File: config.mk
export PLATFORM = sky130hd
export DESIGN_NAME = activity_totals_accumulator_core_flat
export DESIGN_NICKNAME = d
export VERILOG_FILES = /design/src/rtl/core/atc_pkg.sv /design/src/rtl/core/atc_stream_if.sv /design/src/rtl/core/atc_calc.sv /design/src/rtl/core/activity_totals_accumulator_core.sv /design/src/flat_wrapper.sv
export VERILOG_INCLUDE_DIRS = /design/src /design/src/rtl/core
export SDC_FILE = /design/constraint.sdc
export NUM_CORES = 2
export LEC_CHECK = 0
export ABC_CLOCK_PERIOD_IN_PS = 31700
export BUFFER_PORTS_ARGS = -buffer_cell sky130_fd_sc_hd__buf_2
export CAP_MARGIN = 20
export CORE_UTILIZATION = 69
export CTS_CLUSTER_SIZE = 30
export DETAILED_ROUTE_END_ITERATION = 8
export PLACE_DENSITY_LB_ADDON = 0.2
export SYNTH_ARGS = -nofsm -noshare
export SYNTH_HDL_FRONTEND = slang
export SYNTH_SLANG_ARGS = --single-unit
File: constraint.sdc
create_clock -name clk -period 31.7 [get_ports clk]
set_input_delay 4.755 -clock clk [delete_from_list [all_inputs] [get_ports clk]]
set_output_delay 4.755 -clock clk [all_outputs]
set_load 0.1 [all_outputs]
File: src/rtl/core/assert_macros.svh
// ----------------------------------------------------------------------------
// assert_macros.svh
// Concurrent assertion shorthands, clocked on clk and disabled in rst.
// ----------------------------------------------------------------------------
`ifndef ASSERT_MACROS_SVH
`define ASSERT_MACROS_SVH

// same-cycle implication
`define ATC_ASSERT_SAME(label, ante, cons, msg) \
  label: assert property (@(posedge clk) disable iff (rst) (ante) |-> (cons)) \
    else $error(msg);

// next-cycle implication
`define ATC_ASSERT_NEXT(label, ante, cons, msg) \
  label: assert property (@(posedge clk) disable iff (rst) (ante) |=> (cons)) \
    else $error(msg);

`endif

File: src/rtl/core/atc_pkg.sv
// ----------------------------------------------------------------------------
// atc_pkg
// Shared widths, register indexes, arithmetic constants and the
// request/result structs of the activity totals accumulator.
// ----------------------------------------------------------------------------
`default_nettype none

package atc_pkg;

  localparam int unsigned TICKS_PER_MINUTE = 6;

  localparam int unsigned STEPS_W      = 24;
  localparam int unsigned DIST_W       = 25;
  localparam int unsigned TOTAL_W      = 32;
  localparam int unsigned USER_W       = 8;
  localparam int unsigned DATA_W       = 32;
  localparam int unsigned ADDR_W       = 5;
  localparam int unsigned REG_IDX_W    = 3;
  localparam int unsigned ACT_KCAL_W   = 10;
  localparam int unsigned BASAL_KCAL_W = 12;
  localparam int unsigned COEF_W       = 15;

  localparam logic [REG_IDX_W-1:0] REG_HEIGHT    = 3'd0;
  localparam logic [REG_IDX_W-1:0] REG_WEIGHT    = 3'd1;
  localparam logic [REG_IDX_W-1:0] REG_AGE       = 3'd2;
  localparam logic [REG_IDX_W-1:0] REG_SEX       = 3'd3;
  localparam logic [REG_IDX_W-1:0] REG_BASAL_EN  = 3'd4;

  // stride = h*f/1000, f = 415 or 413
  localparam logic [31:0] STRIDE_F0   = 32'd415;
  localparam logic [31:0] STRIDE_F1   = 32'd413;

  // floor(x/D) = (x*RECIP) >> SHIFT over the operand ranges used here
  localparam logic [31:0] RECIP_1000  = 32'd134218;
  localparam int unsigned SHIFT_1000  = 27;
  localparam logic [31:0] RECIP_100   = 32'd2748779070;
  localparam int unsigned SHIFT_100   = 38;
  localparam logic [31:0] RECIP_10000 = 32'd6871948;
  localparam int unsigned SHIFT_10000 = 36;

  localparam logic [31:0] KCAL_WEIGHT = 32'd176;

  localparam logic [31:0] BASAL_H     = 32'd889;
  localparam logic [31:0] BASAL_W     = 32'd14;
  localparam logic [31:0] BASAL_AGE   = 32'd699;
  localparam logic [31:0] BASAL_OFS   = 32'd1414;
  localparam int unsigned BASAL_SHIFT = 10;
  localparam logic [31:0] BASAL_SEX   = 32'd23;
  localparam logic [31:0] BASAL_MUL   = 32'd5;
  localparam logic [31:0] BASAL_CAP   = 32'd3700;

  typedef struct packed {
    logic [STEPS_W-1:0] now;
    logic [STEPS_W-1:0] prev_minute;
    logic [USER_W-1:0]  height;
    logic [USER_W-1:0]  weight;
    logic [USER_W-1:0]  age;
    logic               sex;
  } calc_req_t;

  typedef struct packed {
    logic [DIST_W-1:0]       distance;
    logic [ACT_KCAL_W-1:0]   act;
    logic [BASAL_KCAL_W-1:0] basal;
  } calc_res_t;

  // 176 * tier factor for the steps taken in one minute
  function automatic logic [COEF_W-1:0] act_coef(input logic [STEPS_W-1:0] d);
    logic [COEF_W-1:0] c;
    if (d < 24'd40) begin
      c = COEF_W'(KCAL_WEIGHT * 1);
    end else if (d < 24'd80) begin
      c = COEF_W'(KCAL_WEIGHT * 15);
    end else if (d < 24'd100) begin
      c = COEF_W'(KCAL_WEIGHT * 20);
    end else if (d < 24'd120) begin
      c = COEF_W'(KCAL_WEIGHT * 35);
    end else if (d < 24'd140) begin
      c = COEF_W'(KCAL_WEIGHT * 55);
    end else if (d < 24'd160) begin
      c = COEF_W'(KCAL_WEIGHT * 80);
    end else if (d < 24'd180) begin
      c = COEF_W'(KCAL_WEIGHT * 110);
    end else begin
      c = COEF_W'(KCAL_WEIGHT * 140);
    end
    return c;
  endfunction

endpackage

`default_nettype wire

File: src/rtl/core/atc_stream_if.sv
// ----------------------------------------------------------------------------
// atc_stream_if
// Valid/ready item channels: tick/clear requests in, totals out.
// ----------------------------------------------------------------------------
`default_nettype none

interface atc_req_if;
  logic                        valid;
  logic                        ready;
  logic                        func;
  logic [atc_pkg::STEPS_W-1:0] step_total;
  logic                        usb_attached;

  modport source (output valid, func, step_total, usb_attached, input ready);
  modport sink   (input valid, func, step_total, usb_attached, output ready);
endinterface

interface atc_rsp_if;
  logic                        valid;
  logic                        ready;
  logic [atc_pkg::STEPS_W-1:0] shown_steps;
  logic [atc_pkg::DIST_W-1:0]  distance;
  logic [atc_pkg::TOTAL_W-1:0] active_minutes;
  logic [atc_pkg::TOTAL_W-1:0] energy;
  logic                        goal_check;

  modport source (output valid, shown_steps, distance, active_minutes, energy,
                  goal_check, input ready);
  modport sink   (input valid, shown_steps, distance, active_minutes, energy,
                  goal_check, output ready);
endinterface

`default_nettype wire

File: src/rtl/core/atc_calc.sv
// ----------------------------------------------------------------------------
// atc_calc
// Twelve-step sequencer around one registered 32x32 multiplier: distance,
// per-minute activity kcal and capped basal kcal for one tick.
// ----------------------------------------------------------------------------
`default_nettype none

module atc_calc (
  input  logic               clk,
  input  logic               rst,
  input  logic               start,
  input  atc_pkg::calc_req_t req,
  output logic               done,
  output atc_pkg::calc_res_t res
);

  localparam int unsigned STEP_W        = 4;
  localparam int unsigned STRIDE_W      = 7;
  localparam int unsigned STRIDE_PROD_W = 17;
  localparam int unsigned DIST_PROD_W   = 31;
  localparam int unsigned ACT_PROD_W    = 23;

  localparam logic [STEP_W-1:0] STEP_STRIDE_MUL = 4'd0;
  localparam logic [STEP_W-1:0] STEP_STRIDE_DIV = 4'd1;
  localparam logic [STEP_W-1:0] STEP_DIST_MUL   = 4'd2;
  localparam logic [STEP_W-1:0] STEP_DIST_DIV   = 4'd3;
  localparam logic [STEP_W-1:0] STEP_ACT_MUL    = 4'd4;
  localparam logic [STEP_W-1:0] STEP_ACT_DIV    = 4'd5;
  localparam logic [STEP_W-1:0] STEP_BAS_H      = 4'd6;
  localparam logic [STEP_W-1:0] STEP_BAS_W      = 4'd7;
  localparam logic [STEP_W-1:0] STEP_BAS_AGE    = 4'd8;
  localparam logic [STEP_W-1:0] STEP_BAS_SUB    = 4'd9;
  localparam logic [STEP_W-1:0] STEP_BAS_SCALE  = 4'd10;
  localparam logic [STEP_W-1:0] STEP_BAS_CAP    = 4'd11;

  logic                      busy;
  logic [STEP_W-1:0]         step;
  logic [63:0]               prod;
  logic [31:0]               acc;
  logic [31:0]               op_a;
  logic [31:0]               op_b;
  logic [atc_pkg::STEPS_W-1:0] d;

  assign d = req.now - req.prev_minute;

  always_comb begin
    op_a = '0;
    op_b = '0;
    unique case (step)
      STEP_STRIDE_MUL: begin
        op_a = 32'(req.height);
        op_b = req.sex ? atc_pkg::STRIDE_F1 : atc_pkg::STRIDE_F0;
      end
      STEP_STRIDE_DIV: begin
        op_a = 32'(prod[STRIDE_PROD_W-1:0]);
        op_b = atc_pkg::RECIP_1000;
      end
      STEP_DIST_MUL: begin
        op_a = 32'(req.now);
        op_b = 32'(prod[atc_pkg::SHIFT_1000 +: STRIDE_W]);
      end
      STEP_DIST_DIV: begin
        op_a = 32'(prod[DIST_PROD_W-1:0]);
        op_b = atc_pkg::RECIP_100;
      end
      STEP_ACT_MUL: begin
        op_a = 32'(req.weight);
        op_b = 32'(atc_pkg::act_coef(d));
      end
      STEP_ACT_DIV: begin
        op_a = 32'(prod[ACT_PROD_W-1:0]);
        op_b = atc_pkg::RECIP_10000;
      end
      STEP_BAS_H: begin
        op_a = 32'(req.height);
        op_b = atc_pkg::BASAL_H;
      end
      STEP_BAS_W: begin
        op_a = 32'(req.weight);
        op_b = atc_pkg::BASAL_W;
      end
      STEP_BAS_AGE: begin
        op_a = 32'(req.age);
        op_b = atc_pkg::BASAL_AGE;
      end
      STEP_BAS_SCALE: begin
        op_a = (acc >> atc_pkg::BASAL_SHIFT) - (req.sex ? atc_pkg::BASAL_SEX : 32'd0);
        op_b = atc_pkg::BASAL_MUL;
      end
      default: begin
      end
    endcase
  end

  always_ff @(posedge clk) begin
    if (rst) begin
      busy <= 1'b0;
      step <= '0;
      done <= 1'b0;
    end else begin
      done <= 1'b0;
      if (start) begin
        busy <= 1'b1;
        step <= '0;
      end else if (busy) begin
        if (step == STEP_BAS_CAP) begin
          busy <= 1'b0;
          done <= 1'b1;
        end else begin
          step <= step + 1'b1;
        end
      end
    end
  end

  // product of the previous step is consumed while the next one is issued
  always_ff @(posedge clk) begin
    prod <= 64'(op_a) * 64'(op_b);
    if (busy) begin
      case (step)
        STEP_ACT_MUL: res.distance <= prod[atc_pkg::SHIFT_100 +: atc_pkg::DIST_W];
        STEP_BAS_H:   res.act      <= prod[atc_pkg::SHIFT_10000 +: atc_pkg::ACT_KCAL_W];
        STEP_BAS_W:   acc          <= prod[31:0] + atc_pkg::BASAL_OFS;
        STEP_BAS_AGE: acc          <= acc + prod[31:0];
        STEP_BAS_SUB: acc          <= acc - prod[31:0];
        STEP_BAS_CAP: res.basal    <= (prod[31:0] > atc_pkg::BASAL_CAP) ?
                                      atc_pkg::BASAL_KCAL_W'(atc_pkg::BASAL_CAP) :
                                      prod[atc_pkg::BASAL_KCAL_W-1:0];
        default: begin
        end
      endcase
    end
  end

endmodule

`default_nettype wire

File: src/rtl/core/activity_totals_accumulator_core.sv
// ----------------------------------------------------------------------------
// activity_totals_accumulator_core
// Tick item: result valid after the 12-step pass through the shared multiplier
// in atc_calc. Clear item: skips atc_calc and is presented from the done state.
// Neither kind is accepted until the previous result has been committed.
// Synchronous reset clears registers, totals and tracking state.
// ----------------------------------------------------------------------------
`default_nettype none
`include "assert_macros.svh"

module activity_totals_accumulator_core #(
  parameter int unsigned TICKS_PER_MINUTE = atc_pkg::TICKS_PER_MINUTE
) (
  input  logic                       clk,
  input  logic                       rst,
  atc_req_if.sink                    req,
  atc_rsp_if.source                  rsp,
  input  logic                       psel,
  input  logic                       penable,
  input  logic                       pwrite,
  input  logic [atc_pkg::ADDR_W-1:0] paddr,
  input  logic [atc_pkg::DATA_W-1:0] pwdata,
  output logic [atc_pkg::DATA_W-1:0] prdata,
  output logic                       pready
);

  localparam int unsigned CNT_W = $clog2(TICKS_PER_MINUTE + 1);
  localparam logic [CNT_W-1:0] LAST_TICK = CNT_W'(TICKS_PER_MINUTE - 1);
  localparam logic [1:0] THIRDS_LAST = 2'd2;  // 40 s banked

  localparam logic [1:0] ST_IDLE = 2'd0;
  localparam logic [1:0] ST_BUSY = 2'd1;
  localparam logic [1:0] ST_DONE = 2'd2;

  logic [1:0] state;

  logic [atc_pkg::USER_W-1:0] user_height;
  logic [atc_pkg::USER_W-1:0] user_weight;
  logic [atc_pkg::USER_W-1:0] user_age;
  logic                       user_sex;
  logic                       basal_enable;

  logic                        item_func;
  logic [atc_pkg::STEPS_W-1:0] item_now;
  logic                        item_usb;

  logic [atc_pkg::STEPS_W-1:0] prev_tick;
  logic [atc_pkg::STEPS_W-1:0] prev_pair;
  logic [atc_pkg::STEPS_W-1:0] prev_minute;
  logic [CNT_W-1:0]            minute_cnt;
  logic                        phase;
  logic [1:0]                  thirds;
  logic [atc_pkg::STEPS_W-1:0] steps_reg;
  logic [atc_pkg::DIST_W-1:0]  distance_reg;
  logic [atc_pkg::TOTAL_W-1:0] minutes_reg;
  logic [atc_pkg::TOTAL_W-1:0] energy_reg;
  logic                        goal;
  logic                        out_valid;

  logic                      accept;
  logic                      commit;
  logic                      calc_done;
  atc_pkg::calc_req_t        calc_req;
  atc_pkg::calc_res_t        calc_res;
  logic [atc_pkg::REG_IDX_W-1:0] reg_idx;
  logic                      cfg_wr;

  logic        changed;
  logic        pair_chk;
  logic        pair_rise;
  logic        minute_end;
  logic        act_on;
  logic        bas_on;
  logic        minute_up;
  logic [12:0] kcal_inc;
  logic        goal_next;

  // configuration port
  assign pready  = 1'b1;
  assign reg_idx = paddr[atc_pkg::ADDR_W-1:2];
  assign cfg_wr  = psel && penable && pwrite;

  always_comb begin
    prdata = '0;
    unique case (reg_idx)
      atc_pkg::REG_HEIGHT:   prdata = atc_pkg::DATA_W'(user_height);
      atc_pkg::REG_WEIGHT:   prdata = atc_pkg::DATA_W'(user_weight);
      atc_pkg::REG_AGE:      prdata = atc_pkg::DATA_W'(user_age);
      atc_pkg::REG_SEX:      prdata = atc_pkg::DATA_W'(user_sex);
      atc_pkg::REG_BASAL_EN: prdata = atc_pkg::DATA_W'(basal_enable);
      default:               prdata = '0;
    endcase
  end

  always_ff @(posedge clk) begin
    if (rst) begin
      user_height  <= '0;
      user_weight  <= '0;
      user_age     <= '0;
      user_sex     <= 1'b0;
      basal_enable <= 1'b0;
    end else if (cfg_wr) begin
      unique case (reg_idx)
        atc_pkg::REG_HEIGHT:   user_height  <= pwdata[atc_pkg::USER_W-1:0];
        atc_pkg::REG_WEIGHT:   user_weight  <= pwdata[atc_pkg::USER_W-1:0];
        atc_pkg::REG_AGE:      user_age     <= pwdata[atc_pkg::USER_W-1:0];
        atc_pkg::REG_SEX:      user_sex     <= pwdata[0];
        atc_pkg::REG_BASAL_EN: basal_enable <= pwdata[0];
        default: begin
        end
      endcase
    end
  end

  // handshakes
  assign req.ready = (state == ST_IDLE);
  assign accept    = req.valid && req.ready;
  assign commit    = (state == ST_DONE) && (!out_valid || rsp.ready);

  assign rsp.valid          = out_valid;
  assign rsp.shown_steps    = steps_reg;
  assign rsp.distance       = distance_reg;
  assign rsp.active_minutes = minutes_reg;
  assign rsp.energy         = energy_reg;
  assign rsp.goal_check     = goal;

  assign calc_req.now         = item_now;
  assign calc_req.prev_minute = prev_minute;
  assign calc_req.height      = user_height;
  assign calc_req.weight      = user_weight;
  assign calc_req.age         = user_age;
  assign calc_req.sex         = user_sex;

  atc_calc u_calc (
    .clk   (clk),
    .rst   (rst),
    .start (accept && !req.func),
    .req   (calc_req),
    .done  (calc_done),
    .res   (calc_res)
  );

  // tick update terms
  always_comb begin
    changed    = (item_now != prev_tick);
    pair_chk   = phase;
    pair_rise  = (item_now > prev_pair);
    minute_end = (minute_cnt == LAST_TICK);
    act_on     = (item_now > prev_minute);
    bas_on     = basal_enable && !item_usb;
    minute_up  = pair_chk && pair_rise && (thirds == THIRDS_LAST);
    kcal_inc   = (act_on ? 13'(calc_res.act) : 13'd0) +
                 (bas_on ? 13'(calc_res.basal) : 13'd0);
    goal_next  = changed || minute_up || (minute_end && (act_on || bas_on));
  end

  always_ff @(posedge clk) begin
    if (accept) begin
      item_func <= req.func;
      item_now  <= req.step_total;
      item_usb  <= req.usb_attached;
    end
  end

  always_ff @(posedge clk) begin
    if (rst) begin
      state        <= ST_IDLE;
      out_valid    <= 1'b0;
      prev_tick    <= '0;
      prev_pair    <= '0;
      prev_minute  <= '0;
      minute_cnt   <= '0;
      phase        <= 1'b0;
      thirds       <= '0;
      steps_reg    <= '0;
      distance_reg <= '0;
      minutes_reg  <= '0;
      energy_reg   <= '0;
      goal         <= 1'b0;
    end else begin
      if (commit) begin
        out_valid <= 1'b1;
      end else if (rsp.ready) begin
        out_valid <= 1'b0;
      end

      unique case (state)
        ST_IDLE: begin
          if (accept) begin
            state <= req.func ? ST_DONE : ST_BUSY;
          end
        end
        ST_BUSY: begin
          if (calc_done) begin
            state <= ST_DONE;
          end
        end
        ST_DONE: begin
          if (commit) begin
            state <= ST_IDLE;
          end
        end
        default: state <= ST_IDLE;
      endcase

      if (commit) begin
        if (item_func) begin
          prev_tick    <= '0;
          prev_pair    <= '0;
          prev_minute  <= '0;
          minute_cnt   <= '0;
          phase        <= 1'b0;
          thirds       <= '0;
          steps_reg    <= '0;
          distance_reg <= '0;
          minutes_reg  <= '0;
          energy_reg   <= '0;
          goal         <= 1'b0;
        end else begin
          prev_tick <= item_now;
          phase     <= ~phase;
          goal      <= goal_next;
          if (changed) begin
            steps_reg    <= item_now;
            distance_reg <= calc_res.distance;
          end
          if (pair_chk) begin
            prev_pair <= item_now;
            if (pair_rise) begin
              if (thirds == THIRDS_LAST) begin
                thirds      <= '0;
                minutes_reg <= minutes_reg + 1'b1;
              end else begin
                thirds <= thirds + 1'b1;
              end
            end
          end
          if (minute_end) begin
            minute_cnt  <= '0;
            prev_minute <= item_now;
            energy_reg  <= energy_reg + atc_pkg::TOTAL_W'(kcal_inc);
          end else begin
            minute_cnt <= minute_cnt + 1'b1;
          end
        end
      end
    end
  end

  `ATC_ASSERT_SAME(a_done_in_busy, calc_done, state == ST_BUSY,
                   "calc finished outside busy state")
  `ATC_ASSERT_NEXT(a_commit_shows, commit, rsp.valid,
                   "committed item not presented")
  `ATC_ASSERT_NEXT(a_clear_zeroes, commit && item_func,
                   minutes_reg == '0 && energy_reg == '0 && steps_reg == '0 && !goal,
                   "clear item left totals set")

endmodule

`default_nettype wire

File: src/flat_wrapper.sv
// flat-port wrapper written by rule: the top's interface ports become plain ports
module activity_totals_accumulator_core_flat 
#(
  parameter int unsigned TICKS_PER_MINUTE = atc_pkg::TICKS_PER_MINUTE
)
  (clk, rst, psel, penable, pwrite, paddr, pwdata, prdata, pready, req_valid, req_func, req_step_total, req_usb_attached, req_ready, rsp_valid, rsp_shown_steps, rsp_distance, rsp_active_minutes, rsp_energy, rsp_goal_check, rsp_ready);
  atc_req_if req_i ();
  atc_rsp_if rsp_i ();
  input  logic clk;
  input  logic rst;
  input  logic psel;
  input  logic penable;
  input  logic pwrite;
  input  logic [atc_pkg::ADDR_W-1:0] paddr;
  input  logic [atc_pkg::DATA_W-1:0] pwdata;
  output logic [atc_pkg::DATA_W-1:0] prdata;
  output logic pready;
  input wire logic [$bits(req_i.valid)-1:0] req_valid;
  input wire logic [$bits(req_i.func)-1:0] req_func;
  input wire logic [$bits(req_i.step_total)-1:0] req_step_total;
  input wire logic [$bits(req_i.usb_attached)-1:0] req_usb_attached;
  output wire logic [$bits(req_i.ready)-1:0] req_ready;
  output wire logic [$bits(rsp_i.valid)-1:0] rsp_valid;
  output wire logic [$bits(rsp_i.shown_steps)-1:0] rsp_shown_steps;
  output wire logic [$bits(rsp_i.distance)-1:0] rsp_distance;
  output wire logic [$bits(rsp_i.active_minutes)-1:0] rsp_active_minutes;
  output wire logic [$bits(rsp_i.energy)-1:0] rsp_energy;
  output wire logic [$bits(rsp_i.goal_check)-1:0] rsp_goal_check;
  input wire logic [$bits(rsp_i.ready)-1:0] rsp_ready;
  assign req_i.valid = req_valid;
  assign req_i.func = req_func;
  assign req_i.step_total = req_step_total;
  assign req_i.usb_attached = req_usb_attached;
  assign req_ready = req_i.ready;
  assign rsp_valid = rsp_i.valid;
  assign rsp_shown_steps = rsp_i.shown_steps;
  assign rsp_distance = rsp_i.distance;
  assign rsp_active_minutes = rsp_i.active_minutes;
  assign rsp_energy = rsp_i.energy;
  assign rsp_goal_check = rsp_i.goal_check;
  assign rsp_i.ready = rsp_ready;
  activity_totals_accumulator_core #(.TICKS_PER_MINUTE(TICKS_PER_MINUTE)) u_core (.clk(clk), .rst(rst), .req(req_i), .rsp(rsp_i), .psel(psel), .penable(penable), .pwrite(pwrite), .paddr(paddr), .pwdata(pwdata), .prdata(prdata), .pready(pready));
endmodule
* Yosys cells after proc, flatten, opt, wreduce, memory -nomap -nowiden
Index checks and enable logic that the tools add are counted.
** Storage, ports and cells
- Register bits :: 395
- Word-level logic and storage cells :: 172
- Input bits :: 70
** Cells by class
- Muxes and demuxes :: 49
- Order comparisons :: 10
- Equality and inequality tests :: 23
- $add $sub $neg :: 11
- Reductions and logical operators :: 46
- Bitwise logic cells :: 3
- Multiply operators :: 1
** Operator list (count)
- $pmux W32 S10 :: 1
- $pmux W32 S8 :: 1
- $mux W32 :: 6
- $mux W24 :: 7
- $pmux W32 S3 :: 1
- $mux W15 :: 6
- $lt A24 B7 Y1 const B :: 3
- $lt A24 B8 Y1 const B :: 3
- $mul A32 B32 Y63 :: 1
- $mux W25 :: 2
- $gt A24 B24 Y1 :: 2
- $pmux W8 S5 :: 1
- $add A32 B1 Y32 const B :: 1
- $add A32 B11 Y32 const B :: 1
- $add A32 B13 Y32 :: 1
- $add A32 B32 Y32 :: 1
- $gt A32 B12 Y1 const B :: 1
- $sub A32 B32 Y32 :: 1
- $reduce_and A2 Y1 :: 13
- $lt A24 B6 Y1 const B :: 1
- $ne A24 B24 Y1 :: 1
- $sub A24 B24 Y24 :: 1
- $sub A22 B5 Y23 :: 1
- $mux W2 :: 9
- other kinds (35) :: 77

* Logic depth before layout (Yosys ltp)
- Word-level depth :: 11
- Depth in mapped cells :: 44

* Modules after synthesis
Synthesis repeated with hierarchy kept, for this count alone.
** Second synthesis, totals
- Cells, all modules :: 5488
- Area, all modules :: 50229.4 sq um
** Modules (own cells, without submodules)
- atc_calc :: area an instance 38323.0 sq um, cells each 4211, instances 1
- activity_totals_accumulator_core :: area an instance 11906.4 sq um, cells each 1277, instances 1

* Worst setup path after synthesis
OpenSTA, ideal clock, no wires.
- Path type :: input to output
- Start point :: input port paddr[3] (netlist bit)
- End point :: output port prdata[0] (netlist bit)
- Arrival :: 7553 ps
- Cell stages on the path :: 4
- Setup slack :: 19392 ps
- Required time :: 26945 ps
- Path through :: buf_1 mux4_2 inv_1 o21ai_0
** Between the ends
- Word-level cells in the longest chain between the ends :: 2
- Elaborated cells between the ends (all ways) :: 6
** RTL lines
- start, declared :: RTL line flat_wrapper.sv:14 : input logic [atc_pkg::ADDR_W-1:0] paddr;
- $eq A3 B3 Y1 (tied with other cells) :: RTL line activity_totals_accumulator_core.sv:85 : unique case (reg_idx)
- $pmux W8 S5 (*) :: RTL line activity_totals_accumulator_core.sv:85
- end, declared :: RTL line flat_wrapper.sv:16 : output logic [atc_pkg::DATA_W-1:0] prdata;
Mark *: on every way between the ends. The rest lies on a longest branch, timed or not.

* Worst setup path in the final report
- Start point :: register u_core.item_now[6] (netlist bit)
- End point :: register u_core.u_calc.prod[62]
** Between the ends
- Word-level cells in the longest chain between the ends :: 11
- Elaborated cells between the ends (all ways) :: 18
** RTL lines
- start, declared :: RTL line activity_totals_accumulator_core.sv:44 : logic [atc_pkg::STEPS_W-1:0] item_now;
- start signal, assigned :: RTL line activity_totals_accumulator_core.sv:160 : item_now <= req.step_total;
- $sub A24 B24 Y24 :: RTL line atc_calc.sv:44 : assign d = req.now - req.prev_minute;
- $lt A24 B8 Y1 :: RTL line atc_pkg.sv:82 : end else if (d < 24'd180) begin
- $mux W14 :: RTL line atc_pkg.sv:82
- $mux W15 :: RTL line atc_pkg.sv:80 : end else if (d < 24'd160) begin
- $mux W15 :: RTL line atc_pkg.sv:78 : end else if (d < 24'd140) begin
- $mux W15 :: RTL line atc_pkg.sv:76 : end else if (d < 24'd120) begin
- $mux W15 :: RTL line atc_pkg.sv:74 : end else if (d < 24'd100) begin
- $mux W15 :: RTL line atc_pkg.sv:72 : end else if (d < 24'd80) begin
- $mux W15 :: RTL line atc_pkg.sv:70 : if (d < 24'd40) begin
- $pmux W32 S10 :: RTL line atc_calc.sv:49 : unique case (step)
- $mul A32 B32 Y63 (*) :: RTL line atc_calc.sv:118 : prod <= 64'(op_a) * 64'(op_b);
- end signal, assigned :: RTL line atc_calc.sv:118
- end, declared :: RTL line atc_calc.sv:38 : logic [63:0] prod;
Marked as above.
A chain may end at the register's enable or synchronous reset.

==> reports/qor.csv <==
stage,metric,value,unit
outcome,status,completed,
floorplan,pin_count,219,
sta,setup_tns,0,ps
sta,relSlewSlack,12.8,%
sta,setup_viol,0,
clock_network,cts_tree,done,
clock_network,clkLatencyLatePin,580,ps
power_and_ir_drop,p_per_area,38.0,nW/µm²
finish,fin_nets,6922,
synthesis,yosysSeqAreaShare,18.0,%
drt,wl,140,mm
clock_network,path_clk_slew,60,ps
sta,fin_crit_sh,40.0,%
placed_design,dp.cells,6516,
setup_path,critical_path_class,reg2reg,
sta,hold_violations,0,
sta,period_needed,12670,ps
finish,area_growth,6.78,%
floorplan,die_w,270,µm
clock_network,root_buffer,clkbuf_16,
sta,finalMaxSlewViolations,0,
min_path,hp-start,u_core.u_calc.prod[62],
drt,wl_per_cell,21.2,µm
synthesis,synth.distinct_cells,84,
synthesis,syn-cell-area,49600,µm²
global_route,grt_pass1_vias,40400,
synthesis,yosysWarnings,0,
sta,grt_setup_unrepaired,false,
clock_network,post_cts_buffers,0,
synthesis,ys.flop_type,dfxtp_1,
finish,largest_reg_flops,61,
global_route,grt_overflow,0,
floorplan,rows,97,
synthesis,ys_async_sr_fraction,0,%
drt,drt_first_pass_iters,6,
synthesis,postSynthAreaPerCell,9.04,µm²
global_route,antenna_found_initial,7,
min_path,min_to,u_core.u_calc.res[46],
clock_network,clock-sinks,393,
floorplan,die_y,270,µm
finish,final_cell_area,53000,µm²
setup_path,cpPeakStageDelay,1030,ps
job,drv_cap,0,
power_and_ir_drop,leakage,0.0268,µW
setup_path,rr_worst_depth,34,
drt,drtIter0Drc,3997,
synthesis,synth_seq_cells,393,
placed_design,place_area,51600,µm²
drt,via_per_inst,6.00,
finish,top_register,u_core.u_calc.prod,
min_path,hold_class,reg2reg,
floorplan,dieArea,73000,µm²
power_and_ir_drop,vdd_drop_max,47.8,µV
clock_network,htreeDepth,2,
setup_path,reg2reg_slack,19030,ps
floorplan,coreArea,70600,µm²
setup_path,worst_ep_arrival_time,13140,ps
sta,fmax,78.9,MHz
drt,ant_nets,0,
sta,tightest_slew,1310,ps
setup_path,cp-start-kind,register,
floorplan,start_util,70.3,%
setup_path,critPathRequiredTime,32160,ps
setup_path,slowest_stage,o31ai_4,
sta,fin_worst_skew,29.4,ps
setup_path,r2r_start,u_core.item_now[6],
drt,num_vias,39600,
clock_network,clockBufferDepth,3,
clock_network,ctsHoldBuffers,0,
placed_design,gp_congestion,1.01,
global_route,grt_pass1_wl,220,mm
setup_path,cp_max_fo,17,
finish,drive_above_1_share,6.35,%
clock_network,cts_resized,0,
global_route,grt_use_total,38.8,%
setup_path,rr_endpoint,u_core.u_calc.prod[62],
synthesis,synth_edf_count,105,
global_route,grt_max_degree,94,
finish,final-instance-count-excl-fill,6597,
placed_design,dp.final_hpwl,113,mm
placed_design,port_buffers,167,
setup_path,crit_path_end_kind,register,
finish,reg_top3,"u_core.u_calc.prod: 61 flops, u_core.u_calc.res: 47 flops",
synthesis,netlist_instances,5489,
clock_network,cts_made_buffers,41,
drt,drc,0,
min_path,min_delay_path_depth,0,
setup_path,critPathMostFrequentCell,fa_1,
==> layout make-up <==
type / count / area (µm²)
Tap cell: 940 / 1180
Clock buffer: 59 / 1170
Clock inverter: 16 / 149
Antenna cell: 4 / 10.0
Inverter: 1041 / 3910
Timing Repair Buffer: 254 / 1540
Fill cell: 5241 / 17600
Multi-Input combinational cell: 3890 / 36100
Sequential cell: 393 / 8920
==> cell usage in the layout (no fill, tap or decap), types with 35 or more instances in the layout <==
master and count:
inv_1 1040, fa_1 773, nor2_1 523, ha_1 458, nand2_1 455, dfxtp_1 288
a21oi_1 237, buf_2 166, xnor2_1 139, o21ai_0 137, a22oi_1 112, xor2_1 106
edfxtp_1 105, nand3_1 99, conb_1 93, a21o_1 86, buf_4 85, nor3_1 58
and2_1 56, nand2b_1 47, clkbuf_16 44, nor2b_1 39, and3_1 38, o21a_1 36
or3_1 35
==> through the flow <==
stage	total power, µW	setup WS [ps]	utilization, %	hold slack (ps)
6_report	2020	19030	75.0	402
5_1_grt	2140	18660	75.0	406
4_1_cts	2000	19160	75.0	402
3_5_place_dp	1520	19210	73.1	389
3_3_place_gp	1500	19320	73.0	387
2_1_floorplan	1300	19390	-	386
==> how the worst max path moves through the flow <==
stage	startpoint	end	slack, ps	cells after the start
floorplan	paddr[3]	prdata[0]	19390	4
global placement	u_core.item_now[1]	u_core.u_calc.prod[62]	19320	36
detailed placement	u_core.item_now[6]	u_core.u_calc.prod[62]	19210	34
CTS	u_core.item_now[6]	u_core.u_calc.prod[62]	19160	34
global route	u_core.item_now[6]	u_core.u_calc.prod[62]	18660	34
finish	u_core.item_now[6]	u_core.u_calc.prod[62]	19030	34
==> logic make-up (layout without fill, tap and decap cells) <==
logic type | after synthesis | in the layout | synth area share (%)
buf+inv | 1297 | 1370 | 10.1
fa+ha+maj | 1231 | 1231 | 42.7
flops | 393 | 393 | 18.0
compound gates | 818 | 818 | 10.8
other cells | 2 | 97 | 0.0151
mux | 34 | 34 | 0.711
xor+xnor | 245 | 245 | 4.32
simple gates | 1469 | 1469 | 13.4
==> cells in the mapped netlist (17+ instances only) <==
| library cell | n | area share, % |
|---|---|---|
| xor2_1 | 106 | 1.9 |
| edfxtp_1 | 105 | 6.4 |
| nand4_1 | 31 | 0.39 |
| a22oi_1 | 112 | 1.7 |
| o21ai_0 | 139 | 1.4 |
| o21ai_1 | 17 | 0.17 |
| buf_4 | 26 | 0.39 |
| a21oi_1 | 237 | 2.4 |
| inv_1 | 1040 | 7.9 |
| nand2_1 | 455 | 3.4 |
| xnor2_1 | 139 | 2.5 |
| nor2b_1 | 39 | 0.49 |
| nand3_1 | 99 | 1.0 |
| o211ai_1 | 20 | 0.30 |
| and3_1 | 38 | 0.48 |
| and2_1 | 55 | 0.69 |
| nor3_1 | 59 | 0.60 |
| dfxtp_1 | 288 | 12 |
| or3_1 | 35 | 0.44 |
| a31oi_1 | 24 | 0.30 |
| o21a_1 | 36 | 0.54 |
| nand2b_1 | 47 | 0.59 |
| nor2_1 | 526 | 4.0 |
| clkbuf_1 | 201 | 1.5 |
| a21o_1 | 86 | 1.3 |
| mux2i_1 | 33 | 0.67 |
| ha_1 | 458 | 12 |
| fa_1 | 773 | 31 |
==> power by group <==
part	leakage, µW	switching, µW	internal (µW)
Sequential	0.00329	33.3	554
Clock	0.000642	213	268
Combinational	0.0229	583	364
Total	0.0268	829	1190
==> worst max-delay path, delay by kind of cell (launching register included) <==
kind	cells	cell delay [ps]
adders and majority gates	10	5050
and+or+nand+nor	9	2460
xor gates and xnor gates	1	120
DFF	1	600
AOI/OAI and AO/OA	9	3940
buffers and inverters	5	320
==> routing by layer <==
| layer | track usage [%] | up-vias | part of all wire, % |
|---|---|---|---|
| met3 | 7.60 | 459 | 10 |
| met5 | 0 | - | 0.016 |
| li1 | - | 17600 | - |
| met2 | 63.7 | 1989 | 47 |
| met1 | 49.6 | 19500 | 37 |
| met4 | 18.5 | 4 | 5.6 |
No activity file was read; power rests on OpenSTA's default activity.
